===== config.mk =====
export PLATFORM = sky130hd
export DESIGN_NAME = coordinate_line_checker_unit_flat
export DESIGN_NICKNAME = d
export VERILOG_FILES = /design/src/rtl/clc_pkg.sv /design/src/rtl/clc_in_if.sv /design/src/rtl/clc_out_if.sv /design/src/rtl/clc_int_parser.sv /design/src/rtl/coordinate_line_checker_unit.sv /design/src/flat_wrapper.sv
export SDC_FILE = /design/constraint.sdc
export NUM_CORES = 1
export LEC_CHECK = 0
export ABC_AREA = 1
export BUFFER_PORTS_ARGS = -buffer_cell sky130_fd_sc_hd__clkbuf_2
export CAP_MARGIN = 20
export CORE_MARGIN = 4
export CORE_UTILIZATION = 45
export DETAILED_ROUTE_END_ITERATION = 7
export GPL_ROUTABILITY_DRIVEN = 0
export RECOVER_POWER = 50
export SYNTH_ARGS = -nofsm -noshare
export SYNTH_HDL_FRONTEND = slang
export SYNTH_HIERARCHICAL = 1
export SYNTH_SLANG_ARGS = --single-unit

===== constraint.sdc =====
create_clock -name clk -period 5.2 [get_ports clk]
set_clock_uncertainty 0.2 [all_clocks]
set_input_delay 0.26 -clock clk [delete_from_list [all_inputs] [get_ports clk]]
set_output_delay 0.26 -clock clk [all_outputs]
set_load 0.01 [all_outputs]

===== src/rtl/clc_pkg.sv =====
// ----------------------------------------------------------------------------
// clc_pkg
// Shared types, character codes and helpers for the coordinate line checker.
// ----------------------------------------------------------------------------
package clc_pkg;

  localparam int unsigned MAG_W  = 32;
  localparam int unsigned PROD_W = MAG_W + 4;

  localparam logic [PROD_W-1:0] MAG_LIMIT = PROD_W'(64'h8000_0000);

  localparam logic [7:0] CH_NUL   = 8'd0;
  localparam logic [7:0] CH_TAB   = 8'd9;
  localparam logic [7:0] CH_CR    = 8'd13;
  localparam logic [7:0] CH_SPACE = 8'd32;
  localparam logic [7:0] CH_PLUS  = 8'd43;
  localparam logic [7:0] CH_MINUS = 8'd45;
  localparam logic [7:0] CH_ZERO  = 8'd48;
  localparam logic [7:0] CH_NINE  = 8'd57;

  typedef enum logic [2:0] {
    P_SKIP   = 3'b001,
    P_DIGITS = 3'b010,
    P_DONE   = 3'b100
  } parse_state_t;

  typedef enum logic [2:0] {
    PRE_SKIP  = 3'b001,
    PRE_TOKEN = 3'b010,
    PRE_READY = 3'b100
  } pre_state_t;

  typedef struct packed {
    logic step;
    logic clear;
  } parse_ctrl_t;

  function automatic logic is_ws(input logic [7:0] c);
    return (c >= CH_TAB && c <= CH_CR) || c == CH_SPACE;
  endfunction

  function automatic logic is_digit(input logic [7:0] c);
    return c >= CH_ZERO && c <= CH_NINE;
  endfunction

  function automatic logic [MAG_W-1:0] signed_out(input logic [MAG_W-1:0] mag,
                                                  input logic neg);
    return neg ? (~mag + MAG_W'(1)) : mag;
  endfunction

endpackage


===== src/rtl/clc_in_if.sv =====
// ----------------------------------------------------------------------------
// clc_in_if
// Byte stream channel: valid/ready handshake carrying one character.
// ----------------------------------------------------------------------------
interface clc_in_if;
  logic       valid;
  logic       ready;
  logic [7:0] ch;

  modport source (output valid, output ch, input ready);
  modport sink (input valid, input ch, output ready);
endinterface


===== src/rtl/clc_out_if.sv =====
// ----------------------------------------------------------------------------
// clc_out_if
// Result channel: valid/ready handshake carrying the line check outcome.
// ----------------------------------------------------------------------------
interface clc_out_if;
  logic               valid;
  logic               ready;
  logic               line_ok;
  logic signed [31:0] x_value;
  logic signed [31:0] y_value;

  modport source (output valid, output line_ok, output x_value, output y_value,
                  input ready);
  modport sink (input valid, input line_ok, input x_value, input y_value,
                output ready);
endinterface


===== src/rtl/clc_int_parser.sv =====
// ----------------------------------------------------------------------------
// clc_int_parser
// Decimal integer tracker: skips whitespace, optional sign, then digits.
// ----------------------------------------------------------------------------
module clc_int_parser (
  input  logic                         clk,
  input  logic                         rst,
  input  clc_pkg::parse_ctrl_t         ctrl,
  input  logic [7:0]                   ch,
  output logic [clc_pkg::MAG_W-1:0]    magnitude,
  output logic                         negative,
  output logic                         overflow
);

  clc_pkg::parse_state_t          state;
  clc_pkg::parse_state_t          state_next;
  logic [clc_pkg::MAG_W-1:0]      magnitude_next;
  logic                           negative_next;
  logic [clc_pkg::PROD_W-1:0]     wide;
  logic [clc_pkg::PROD_W-1:0]     prod;
  logic                           over;
  logic                           take_digit;

  assign wide = clc_pkg::PROD_W'(magnitude);
  assign prod = (wide << 3) + (wide << 1) + clc_pkg::PROD_W'(ch[3:0]);
  assign over = negative ? (prod > clc_pkg::MAG_LIMIT) : (prod >= clc_pkg::MAG_LIMIT);
  assign take_digit = clc_pkg::is_digit(ch) && state != clc_pkg::P_DONE;
  assign overflow = ctrl.step && take_digit && over;

  always_comb begin
    state_next     = state;
    magnitude_next = magnitude;
    negative_next  = negative;
    if (take_digit && !over) begin
      magnitude_next = prod[clc_pkg::MAG_W-1:0];
    end
    unique case (state)
      clc_pkg::P_SKIP: begin
        if (clc_pkg::is_ws(ch)) begin
          state_next = clc_pkg::P_SKIP;
        end else if (ch == clc_pkg::CH_MINUS) begin
          negative_next = 1'b1;
          state_next    = clc_pkg::P_DIGITS;
        end else if (ch == clc_pkg::CH_PLUS || clc_pkg::is_digit(ch)) begin
          state_next = clc_pkg::P_DIGITS;
        end else begin
          state_next = clc_pkg::P_DONE;
        end
      end
      clc_pkg::P_DIGITS: begin
        if (!clc_pkg::is_digit(ch)) begin
          state_next = clc_pkg::P_DONE;
        end
      end
      clc_pkg::P_DONE: begin
        state_next = clc_pkg::P_DONE;
      end
      default: begin
        state_next = clc_pkg::P_DONE;
      end
    endcase
  end

  always_ff @(posedge clk) begin
    if (rst || ctrl.clear) begin
      state     <= clc_pkg::P_SKIP;
      magnitude <= '0;
      negative  <= 1'b0;
    end else if (ctrl.step) begin
      state     <= state_next;
      magnitude <= magnitude_next;
      negative  <= negative_next;
    end
  end

endmodule


===== src/rtl/coordinate_line_checker_unit.sv =====
// ----------------------------------------------------------------------------
// coordinate_line_checker_unit
// Checks text lines of the form "name x y" and returns both coordinates.
// ----------------------------------------------------------------------------
// Usage:
//   chars  : byte stream, one character per request; a zero byte ends a line.
//   result : one request per line, issued for each zero byte: line_ok and the
//            two parsed signed values (both 0 when the line has an error).
// Throughput: one byte per cycle while chars.ready is high. Every byte is
//   processed in the cycle it is accepted; the result appears in the cycle after the zero byte is accepted.
// The result register is the only buffer: while a result waits, further
//   bytes are still accepted if the receiver takes it in the same cycle;
//   otherwise chars.ready drops until result.ready is high.
// Reset (rst, synchronous) clears the line state and empties the result
//   register; the block then waits for the first byte of a new line.
// After each zero byte the line state returns to its reset value.
// ----------------------------------------------------------------------------
module coordinate_line_checker_unit (
  input logic     clk,
  input logic     rst,
  clc_in_if.sink  chars,
  clc_out_if.source result
);

  logic                        accept;
  logic                        end_of_line;
  logic                        step_active;
  logic                        in_name;
  logic                        seen_nonspace;
  logic                        error_seen;
  logic                        error_next;
  logic                        name_error;
  clc_pkg::pre_state_t         pre_state;
  clc_pkg::pre_state_t         pre_state_next;
  clc_pkg::parse_ctrl_t        ctrl_x;
  clc_pkg::parse_ctrl_t        ctrl_y;
  logic [clc_pkg::MAG_W-1:0]   mag_x;
  logic [clc_pkg::MAG_W-1:0]   mag_y;
  logic                        neg_x;
  logic                        neg_y;
  logic                        ovf_x;
  logic                        ovf_y;

  assign chars.ready  = !result.valid || result.ready;
  assign accept       = chars.valid && chars.ready;
  assign end_of_line  = accept && chars.ch == clc_pkg::CH_NUL;
  assign step_active  = accept && chars.ch != clc_pkg::CH_NUL && !error_seen;

  assign ctrl_x.step  = step_active && !in_name;
  assign ctrl_x.clear = end_of_line;
  assign ctrl_y.step  = step_active && !in_name && pre_state == clc_pkg::PRE_READY;
  assign ctrl_y.clear = end_of_line;

  assign name_error = step_active && in_name && chars.ch == clc_pkg::CH_MINUS;
  assign error_next = error_seen || name_error || ovf_x || ovf_y;

  clc_int_parser u_parse_x (
    .clk       (clk),
    .rst       (rst),
    .ctrl      (ctrl_x),
    .ch        (chars.ch),
    .magnitude (mag_x),
    .negative  (neg_x),
    .overflow  (ovf_x)
  );

  clc_int_parser u_parse_y (
    .clk       (clk),
    .rst       (rst),
    .ctrl      (ctrl_y),
    .ch        (chars.ch),
    .magnitude (mag_y),
    .negative  (neg_y),
    .overflow  (ovf_y)
  );

  // token skipper ahead of the second integer
  always_comb begin
    pre_state_next = pre_state;
    unique case (pre_state)
      clc_pkg::PRE_SKIP: begin
        if (chars.ch != clc_pkg::CH_SPACE) begin
          pre_state_next = clc_pkg::PRE_TOKEN;
        end
      end
      clc_pkg::PRE_TOKEN: begin
        if (chars.ch == clc_pkg::CH_SPACE) begin
          pre_state_next = clc_pkg::PRE_READY;
        end
      end
      clc_pkg::PRE_READY: begin
        pre_state_next = clc_pkg::PRE_READY;
      end
      default: begin
        pre_state_next = clc_pkg::PRE_READY;
      end
    endcase
  end

  always_ff @(posedge clk) begin
    if (rst || end_of_line) begin
      in_name       <= 1'b1;
      seen_nonspace <= 1'b0;
      pre_state     <= clc_pkg::PRE_SKIP;
      error_seen    <= 1'b0;
    end else if (step_active) begin
      error_seen <= error_next;
      if (in_name) begin
        if (chars.ch != clc_pkg::CH_SPACE) begin
          seen_nonspace <= 1'b1;
        end
        if (chars.ch == clc_pkg::CH_SPACE && seen_nonspace) begin
          in_name <= 1'b0;
        end
      end else begin
        pre_state <= pre_state_next;
      end
    end
  end

  always_ff @(posedge clk) begin
    if (rst) begin
      result.valid <= 1'b0;
    end else if (end_of_line) begin
      result.valid <= 1'b1;
    end else if (result.ready) begin
      result.valid <= 1'b0;
    end
  end

  always_ff @(posedge clk) begin
    if (end_of_line) begin
      result.line_ok <= !error_seen;
      result.x_value <= error_seen ? '0 : clc_pkg::signed_out(mag_x, neg_x);
      result.y_value <= error_seen ? '0 : clc_pkg::signed_out(mag_y, neg_y);
    end
  end

endmodule


===== src/flat_wrapper.sv =====
// flat-port wrapper written by rule: the top's interface ports become plain ports
module coordinate_line_checker_unit_flat 
  (clk, rst, chars_valid, chars_ch, chars_ready, result_valid, result_line_ok, result_x_value, result_y_value, result_ready);
  clc_in_if chars_i ();
  clc_out_if result_i ();
  input logic clk;
  input logic rst;
  input wire logic [$bits(chars_i.valid)-1:0] chars_valid;
  input wire logic [$bits(chars_i.ch)-1:0] chars_ch;
  output wire logic [$bits(chars_i.ready)-1:0] chars_ready;
  output wire logic [$bits(result_i.valid)-1:0] result_valid;
  output wire logic [$bits(result_i.line_ok)-1:0] result_line_ok;
  output wire logic [$bits(result_i.x_value)-1:0] result_x_value;
  output wire logic [$bits(result_i.y_value)-1:0] result_y_value;
  input wire logic [$bits(result_i.ready)-1:0] result_ready;
  assign chars_i.valid = chars_valid;
  assign chars_i.ch = chars_ch;
  assign chars_ready = chars_i.ready;
  assign result_valid = result_i.valid;
  assign result_line_ok = result_i.line_ok;
  assign result_x_value = result_i.x_value;
  assign result_y_value = result_i.y_value;
  assign result_i.ready = result_ready;
  coordinate_line_checker_unit u_core (.clk(clk), .rst(rst), .chars(chars_i), .result(result_i));
endmodule

# [Word level (Yosys, flattened, before mapping)]
# Cells that the tools add are included.
[totals] in_bits=12 word_cells=108 register_bits=144 out_inout_bits=67
[op_classes] add_sub_neg=6 magnitude_cmp=8 n_mux=17 n_bitwise=4 eq_ne=17 n_reduce_logical=42
[ops] cell="$add A35 B33 Y36" n=2
[ops] cell="$add A36 B4 Y36" n=2
[ops] cell="$ge A36 B32 Y1 const B" n=2
[ops] cell="$gt A36 B32 Y1 const B" n=2
[ops] cell="$add A32 B1 Y32 const B" n=2
[ops] cell="$mux W32" n=2
[ops] cell="$not A32 Y32" n=2
[ops] cell="$eq A8 B6 Y1 const B" n=3
[ops] cell="$logic_and A1 B1 Y1" n=19
[ops] cell="$mux W3" n=6
[ops] cell="$pmux W3 S2" n=3
[ops] cell="$reduce_and A4 Y1" n=3
[ops] cell="$eq A3 B1 Y1 const B" n=3
[ops] cell="$eq A3 B2 Y1 const B" n=3
[ops] cell="$ge A8 B4 Y1 const B" n=1
[ops] cell="$ge A8 B6 Y1 const B" n=1
[ops] cell="$le A8 B4 Y1 const B" n=1
[ops] cell="$le A8 B6 Y1 const B" n=1
[ops] cell="$logic_not A8 Y1" n=1
[ops] cell="$ne A8 B6 Y1 const B" n=1
[ops] cell="$reduce_and A2 Y1" n=4
[ops] cell="$reduce_bool A8 Y1" n=1
[ops] cell="$logic_or A1 B1 Y1" n=7
[ops] cell="$mux W1" n=6
[ops] cell="other kinds (8)" n=16

# [Depth between registers and ports, before layout]
# Gate-level depths: netlist of run 1.
[logic_depth] depth_word=10 mapped_depth=27 ltp_nobuf=25

# [Hierarchy]
# The synthesis of run 1 kept the hierarchy.
[by_module_without_submodules] module="clc_int_parser (u_core.u_parse_x)" area_per_inst_um2=4734.5 cells_per_inst=856 instances=1 seq_area_each_um2=720.7
[by_module_without_submodules] module="clc_int_parser (u_core.u_parse_y)" area_per_inst_um2=4733.3 cells_per_inst=857 instances=1 seq_area_each_um2=720.7
[by_module_without_submodules] module="coordinate_line_checker_unit" area_per_inst_um2=4381.7 cells_per_inst=586 instances=1 seq_area_each_um2=2092.0

# [Least setup slack after synthesis of run 1]
# No wires, ideal clock.
[synth_path] kind="in2reg" start="in chars_ch[7]" end="reg u_core/u_parse_x/magnitude[0] (netlist name)" path_stages=9 slack_ns=1.686 arrival_time_ns=3.201 n_path_buf=1 required_time_ns=4.887 setup_ns=0.113 cell_sequence="nor2_1 > nand2_1 > nor2_1 > inv_1 > nor2_2 > nor2_1 > clkbuf_1 > nand2_1 > nor2_1"
[synth_rtl] item="from (decl)" line="flat_wrapper.sv:9" text="input wire logic [$bits(chars_i.ch)-1:0] chars_ch;"
[synth_rtl] item="to (signal assigned)" line="clc_int_parser.sv:71" text="magnitude <= magnitude_next;"
[synth_rtl] item="to (decl)" line="clc_int_parser.sv:10" text="output logic [clc_pkg::MAG_W-1:0] magnitude,"

# [Final worst setup path of run 1]
[layout_path] start="reg u_core/u_parse_y/magnitude[2] (netlist name)" end="reg u_core/u_parse_y/magnitude[24] (netlist name)"
[layout_between] elab_chain_cells=7 elab_cells_between_ends=8 classes_between="add/sub (2); order compare (2); mux (1); reduce/logical (3)"
[layout_rtl] item="from (decl)" line="clc_int_parser.sv:10"
[layout_rtl] item="from (signal assigned)" line="clc_int_parser.sv:71"
[layout_rtl] item="$add A35 B33 Y36 *" line="clc_int_parser.sv:25" text="assign prod = (wide << 3) + (wide << 1) + clc_pkg::PROD_W'(ch[3:0]);"
[layout_rtl] item="$add A36 B4 Y36 *" line="clc_int_parser.sv:25"
[layout_rtl] item="$ge A36 B32 Y1 / $gt A36 B32 Y1 (equally long branches)" line="clc_int_parser.sv:26" text="assign over = negative ? (prod > clc_pkg::MAG_LIMIT) : (prod >= clc_pkg::MAG_LIMIT);"
[layout_rtl] item="$mux W1" line="clc_int_parser.sv:26"
[layout_rtl] item="$logic_not A1 Y1" line="clc_int_parser.sv:34" text="if (take_digit && !over) begin"
[layout_rtl] item="$logic_and A1 B1 Y1" line="clc_int_parser.sv:34"
[layout_rtl] item="$reduce_and A2 Y1 (no source line)"
# Every way passes the cells marked *; elsewhere a longest branch is shown, timed or not.
# A chain may end at the register's enable or synchronous reset.

==> run_results.csv, run 1 <==
group,metric,value,unit
status,status,"complete, but fails checks",
status,violations,"max-capacitance violations, max-slew violations",
placement,place_area,0.0146,mm2
synthesis,yosysMostFrequentCell,"nand2_1",
floorplanning,die_h,183,um
global_routing,track_usage,0.236,
drt,avgRoutedWirePerCell,14.4,um
sta,fin_tns_setup,0,ps
floorplanning,start_util,0.461,
synthesis,avgSynthCellArea,6.02,um2
placement,hpwl,32200,um
clocking,cts_htree_levels,4,
sta,rsz0062_at_grt,"no",
sta,fin_crit,4390,ps
drt,drt_iter0_drc,1286,
floorplanning,die-area,0.0336,mm2
drt,wirelength,39900,um
drt,vias,14054,
synthesis,synth_seq_area_share,0.255,
global_routing,antenna_found_initial,0,
synthesis,synthArstFlopShare,0,
synthesis,synth_edf_count,65,
pwr,leakagePower,0.00856,uW
synthesis,synth_warnings,6,
worst_setup_path,required,5320,ps
global_routing,overflow,0,
floorplanning,core_area,0.0300,mm2
worst_setup_path,max_stage_delay,520,ps
synthesis,synth.distinct_cells,54,
drt,drtAntennaViolNets,0,
worst_setup_path,worstSetupPathType,"reg2reg",
worst_hold_path,hold_class,"in2reg",
sta,tightest_slew,2070,ps
floorplanning,rows,63,
sta,fmax,0.228,GHz
sta,slew_headroom,-0.387,
final_layout,area_growth_syn_to_layout,9.13,%
drt,firstDrtPassIters,6,
clocking,clock_latency,430,ps
clocking,cts.path.max_buffers,2,
final_layout,final_area,0.0151,mm2
worst_setup_path,cp.arrival,4520,ps
sta,slew_viol_final,92,
floorplanning,ios,79,
worst_setup_path,path_max_fanout,51,
clocking,cts_buffers,17,
synthesis,netlist_instances,2299,
synthesis,synth_top_area_cell,"nand2_1",
sta,period_share,0.845,
clocking,clock_tree.root_cell,"clkbuf_16",
final_layout,diodes,0,
global_routing,grt_pass1_vias,12682,
clocking,clkTransAtPathRegs,70,ps
clocking,tritoncts,"built",
floorplanning,die_w,183,um
drt,routed_via_density,5.07,
worst_setup_path,end_kind,"register",
placement,io_buffers,78,
drt,drc_errors,0,
synthesis,synthesis.area,0.0138,mm2
global_routing,grt_max_degree,61,
synthesis,synth_nets,2443,
synthesis,synth.area.top_cells,"nand2_1, edfxtp_1, ha_1",
synthesis,synth_flop_cell,"dfxtp_1",
worst_setup_path,cp-start-kind,"register",
worst_setup_path,crit_chain,"inv_1, fa_1, fa_1, inv_1, nand2_1, nand2_1, nand3_1, nand2_1, nand2_1, nand2_1, nand2_1, nand2_1, nand3_1, nand3_1, nand3_1, nor2_4, nand3_4, nor2_1, nor2_1",
global_routing,grt_first_pass_wirelength,64800,um
pwr,max-vdd-ir-drop,270,uV
sta,setup_violations,0,
flow_run,maxCapViolCount,3,
worst_setup_path,slowest_stage,"nand3_4",
worst_setup_path,worst-path-buf-inv,2,
sta,final-hold-violation-count,0,
synthesis,ys_top_cells_by_count,"nand2_1, inv_1, nor2_1",
final_layout,drive_gt1_frac,0.0390,
worst_setup_path,cp_common_cell,"nand2_1",
synthesis,synth_seq_cells,144,
worst_setup_path,cp_top_family,"simple AND/OR/NAND/NOR gates",
pwr,p_per_area,167,mW/mm2
final_layout,fin_nets,2514,
clocking,cts_sinks,144,
synthesis,synth_top_area_frac,0.200,
-- sequential cells by signal (all words and copies together) (netlist names) --
| register | count |
|---|---|
| u_core/u_parse_y/magnitude | 32 |
| u_core/result.line_ok | 1 |
| u_core/u_parse_x/magnitude | 32 |
| u_core/result.valid | 1 |
| u_core/in_name | 1 |
| u_core/result.y_value | 32 |
| u_core/pre_state | 3 |
| u_core/seen_nonspace | 1 |
| u_core/error_seen | 1 |
| u_core/result.x_value | 32 |
| u_core/u_parse_y/state | 3 |
| u_core/u_parse_x/negative | 1 |
| u_core/u_parse_x/state | 3 |
| u_core/u_parse_y/negative | 1 |
-- stage by stage --
| stage | utilization | power [uW] | cells | hold slack [ps] | setup WS (ps) |
|---|---|---|---|---|---|
| 4_1_cts | 0.507 | 2560 | 2773 | 18.4 | 852 |
| 3_3_place_gp | 0.486 | 1250 | 2739 | 255 | 776 |
| 3_5_place_dp | 0.486 | 1250 | 2739 | 281 | 732 |
| 2_1_floorplan | - | 1230 | 2299 | 129 | 1690 |
| 6_report | 0.503 | 2520 | 2773 | 47.7 | 806 |
| 5_1_grt | 0.503 | 2620 | 2773 | 42.7 | 377 |
-- worst reg2reg max path, cell delays in order (launching register included) --
cell and delay (ps):
dfxtp_1 440, inv_1 110, fa_1 500, fa_1 490, inv_1 150, nand2_1 70
nand2_1 80, nand3_1 100, nand2_1 120, nand2_1 80, nand2_1 110, nand2_1 90
nand2_1 120, nand3_1 110, nand3_1 90, nand3_1 120, nor2_4 390, nand3_4 530
nor2_1 310, nor2_1 70
-- report_power, final --
part           internal, uW  switching, uW
clock                   735            565
combinational          14.9           36.8
sequential             1170          0.592
total                  1920            602
-- area by class of cell --
| type | instances | area [um2] |
|---|---|---|
| clock buffer | 17 | 425 |
| clock inverter | 15 | 189 |
| fill | 3141 | 14900 |
| inverter | 421 | 1580 |
| multi-input combinational | 1696 | 8510 |
| sequential | 144 | 3530 |
| tap | 390 | 488 |
| timing repair buffer | 90 | 393 |
-- timing repair --
item / CTS / global route
hold buffers: 2 / 0
hold endpoints to repair: 7 / 0
resized for setup: 0 / 0
buffers inserted: 0 / 0
-- metal layers --
layer	part of all wire	GRT usage	wire (um)	up-vias
met5	0	0	0	-
met3	0.072	0.0384	2880	24
met1	0.52	0.372	20800	6227
met2	0.40	0.342	15900	424
li1	-	-	-	7379
met4	0.0084	0.0402	335	0
-- cells by family after synthesis --
family                     count (synthesis)  synth area share
xor gates and xnor gates                   9           0.00569
and+or+nand+nor                         1349             0.405
buffers and inverters                    459             0.131
DFF                                      144             0.255
adders and majority gates                132             0.121
AOI/OAI and AO/OA                        206            0.0821
-- path summary, 6_finish.rpt --
kind                            startpoint                        endpoint  slack, ps  cells past startpoint
min reg2reg      u_core/u_parse_x/state[1]       u_core/u_parse_x/state[1]        290                      2
max reg2reg  u_core/u_parse_y/magnitude[2]  u_core/u_parse_y/magnitude[24]        810                     19
min                            chars_ch[0]   u_core/u_parse_y/magnitude[0]         50                      3
max          u_core/u_parse_y/magnitude[2]  u_core/u_parse_y/magnitude[24]        810                     19
-- placed cells by master, fill, tap and decap left out, types with 4 or more instances in the layout --
master and instances:
a21oi_1 103, and2_1 6, buf_4 8, clkbuf_1 70
clkbuf_16 17, clkbuf_2 10, dfxtp_1 79, edfxtp_1 65
fa_1 4, ha_1 128, inv_1 406, inv_2 14
inv_8 8, nand2_1 740, nand2_2 5, nand3_1 128
nand3b_1 12, nand4_1 56, nor2_1 356, nor2_2 8
nor3_1 19, nor3_2 4, o211ai_1 4, o21ai_0 62
o21ai_1 5, o31ai_1 4, xnor2_1 8
(Power assumes the default switching activity.)
==> run 2: changes to the inputs <==
- clock period: 5.2 -> 3.5 ns (I/O delays scaled with it)
==> run_results.csv, run 2 (synthesis results as in run 1) <==
group,metric,value,unit
status,status,"finished, final reports clean",
sta,fmax,0.288,GHz
drt,drtAntennaViolNets,0,
worst_setup_path,required,3680,ps
placement,place_ws,-153,ps
worst_setup_path,cp-start-kind,"register",
worst_setup_path,crit_chain,"inv_2, fa_2, fa_2, inv_2, nand2_2, nand2_2, nand3_2, nand2_2, nand2_2, nand2_2, nand2_2, nand2_2, nand2_1, nor2_1, nand3_1, nor2_1, nand2_1, nand2_2, buf_6, nand3_4, clkbuf_16, nand2_1, nand2_1, nor2_1",
clocking,cts.path.max_buffers,2,
drt,routed_via_density,5.10,
sta,slew_headroom,0.0349,
placement,hpwl,33800,um
worst_setup_path,end_kind,"register",
sta,final-hold-violation-count,0,
sta,setup_violations,0,
pwr,p_sw_frac,0.246,
pwr,p_per_area,206,mW/mm2
drt,drc_errors,0,
pwr,leakagePower,0.00973,uW
clocking,clkTransAtPathRegs,70,ps
flow_run,maxCapViolCount,0,
final_layout,drive_gt1_frac,0.217,
clocking,cts_buffers,17,
sta,rsz0062_at_grt,"yes",
drt,avgRoutedWirePerCell,14.7,um
floorplanning,die-area,0.0336,mm2
pwr,pwr-share-seq,0.470,
worst_setup_path,worstSetupPathType,"reg2reg",
worst_setup_path,path_max_fanout,15,
pwr,combPwrFrac,0.025,
pwr,clkPwrFrac,0.505,
final_layout,multi_input_area,0.00960,mm2
floorplanning,die_h,183,um
clocking,cts_htree_levels,4,
global_routing,antenna_found_initial,0,
final_layout,fin_nets,2715,
final_layout,area_growth_syn_to_layout,29.7,%
pwr,switchingPower,910,uW
sta,tightest_slew,1450,ps
final_layout,diodes,0,
worst_setup_path,r2r_slack,30,ps
global_routing,grt_first_pass_wirelength,66900,um
worst_hold_path,hold_class,"in2reg",
pwr,internal-power,2800,uW
worst_setup_path,cp_common_cell,"nand2_2",
worst_setup_path,cp.arrival,3650,ps
clocking,clock_tree.root_cell,"clkbuf_16",
drt,drt_iter0_drc,1269,
worst_setup_path,slowest_stage,"fa_2",
placement,io_buffers,78,
drt,vias,15168,
floorplanning,die_w,183,um
pwr,max-vdd-ir-drop,517,uV
final_layout,layout_commonest_cell,"nand2_1",
drt,firstDrtPassIters,6,
floorplanning,rows,63,
sta,period_share,0.993,
clocking,cts_sinks,144,
global_routing,grt_max_degree,54,
floorplanning,ios,79,
clocking,clock_latency,450,ps
global_routing,grt_pass1_vias,13155,
sta,whs,19.1,ps
sta,worst_slack,25.3,ps
floorplanning,core_area,0.0300,mm2
clocking,tritoncts,"built",
sta,fin_crit,3470,ps
sta,slew_viol_final,0,
final_layout,regArea,0.00357,mm2
global_routing,overflow,0,
worst_setup_path,max_stage_delay,470,ps
floorplanning,start_util,0.461,
global_routing,track_usage,0.244,
drt,wirelength,43700,um
final_layout,final_cell_mix,"nand2_1, inv_1, nor2_1, buf_4, nand3_1",
final_layout,n_fill_cell,2919,
[run 2: cell types whose count changed in the layout (fill, tap and decap cells not counted), moves of 25 or more]
cell / change
nor2_1: -38
dfxtp_1: -29
nand3_1: -25
nand2_1: -103
nand2_2: +91
dfxtp_2: +27
ha_4: +30
buf_4: +182
ha_1: -44
nor2_2: +31
[run 2: worst paths after layout]
path / from / end / cells after the start
worst max-delay path: u_core/u_parse_y/magnitude[0] / u_core/u_parse_y/magnitude[24] / 24
worst min-delay path: chars_ch[1] / u_core/u_parse_y/magnitude[1] / 4
worst max register to register: u_core/u_parse_y/magnitude[0] / u_core/u_parse_y/magnitude[24] / 24
worst min register to register: u_core/u_parse_x/state[1] / u_core/u_parse_x/state[1] / 2
[run 2: what timing repair did]
item	4_1_cts	5_1_grt
pin swaps	6	74
cloned	0	6
setup buffers	2	22
endpoints found under the hold margin	6	0
gates resized for setup	14	293
hold buffers	3	0
endpoints found under the setup margin	42	65
[run 2: routing by layer]
layer,GRT usage,up-vias,wire (um)
met5,0,-,0
met4,0.0438,0,459
met3,0.0394,34,2990
met2,0.358,463,18400
met1,0.378,6878,21800
li1,-,7793,-
[run 2: power groups by stage]
stage	combinational (uW)	clock, uW	sequential [uW]
after CTS	84.8	1930	1740
final	92.2	1870	1740
after global routing	102	2000	1740
after floorplan	44.4	0	1780
after detailed placement	82.4	0	1780
after global placement	80.2	0	1780
[run 2: critical path: cells and delay by family (launching register included)]
family                   cells  cell delay (ps)
flip-flops                   1              320
adder cells (fa/ha/maj)      2              850
AND/OR/NAND/NOR             18             1540
buffers and inverters        4              500
[run 2: cell type report]
| type | count | share of cell area |
|---|---|---|
| inverter | 421 | 0.0880 |
| multi-input combinational | 1696 | 0.534 |
| clock buffer | 17 | 0.0237 |
| tap | 390 | 0.0272 |
| clock inverter | 15 | 0.0104 |
| timing repair buffer | 291 | 0.117 |
| sequential | 144 | 0.199 |
[run 2: stage by stage]
| step | util | std cells | setup TNS, ps | total power [uW] | cell area [um2] |
|---|---|---|---|---|---|
| 2_1_floorplan | - | 2299 | 0 | 1830 | 13800 |
| 3_3_place_gp | 0.532 | 2909 | -4830 | 1860 | 16000 |
| 3_5_place_dp | 0.532 | 2909 | -6890 | 1860 | 16000 |
| 4_1_cts | 0.555 | 2946 | 0 | 3750 | 16700 |
| 5_1_grt | 0.598 | 2974 | -6370 | 3840 | 18000 |
| 6_report | 0.598 | 2974 | 0 | 3710 | 18000 |
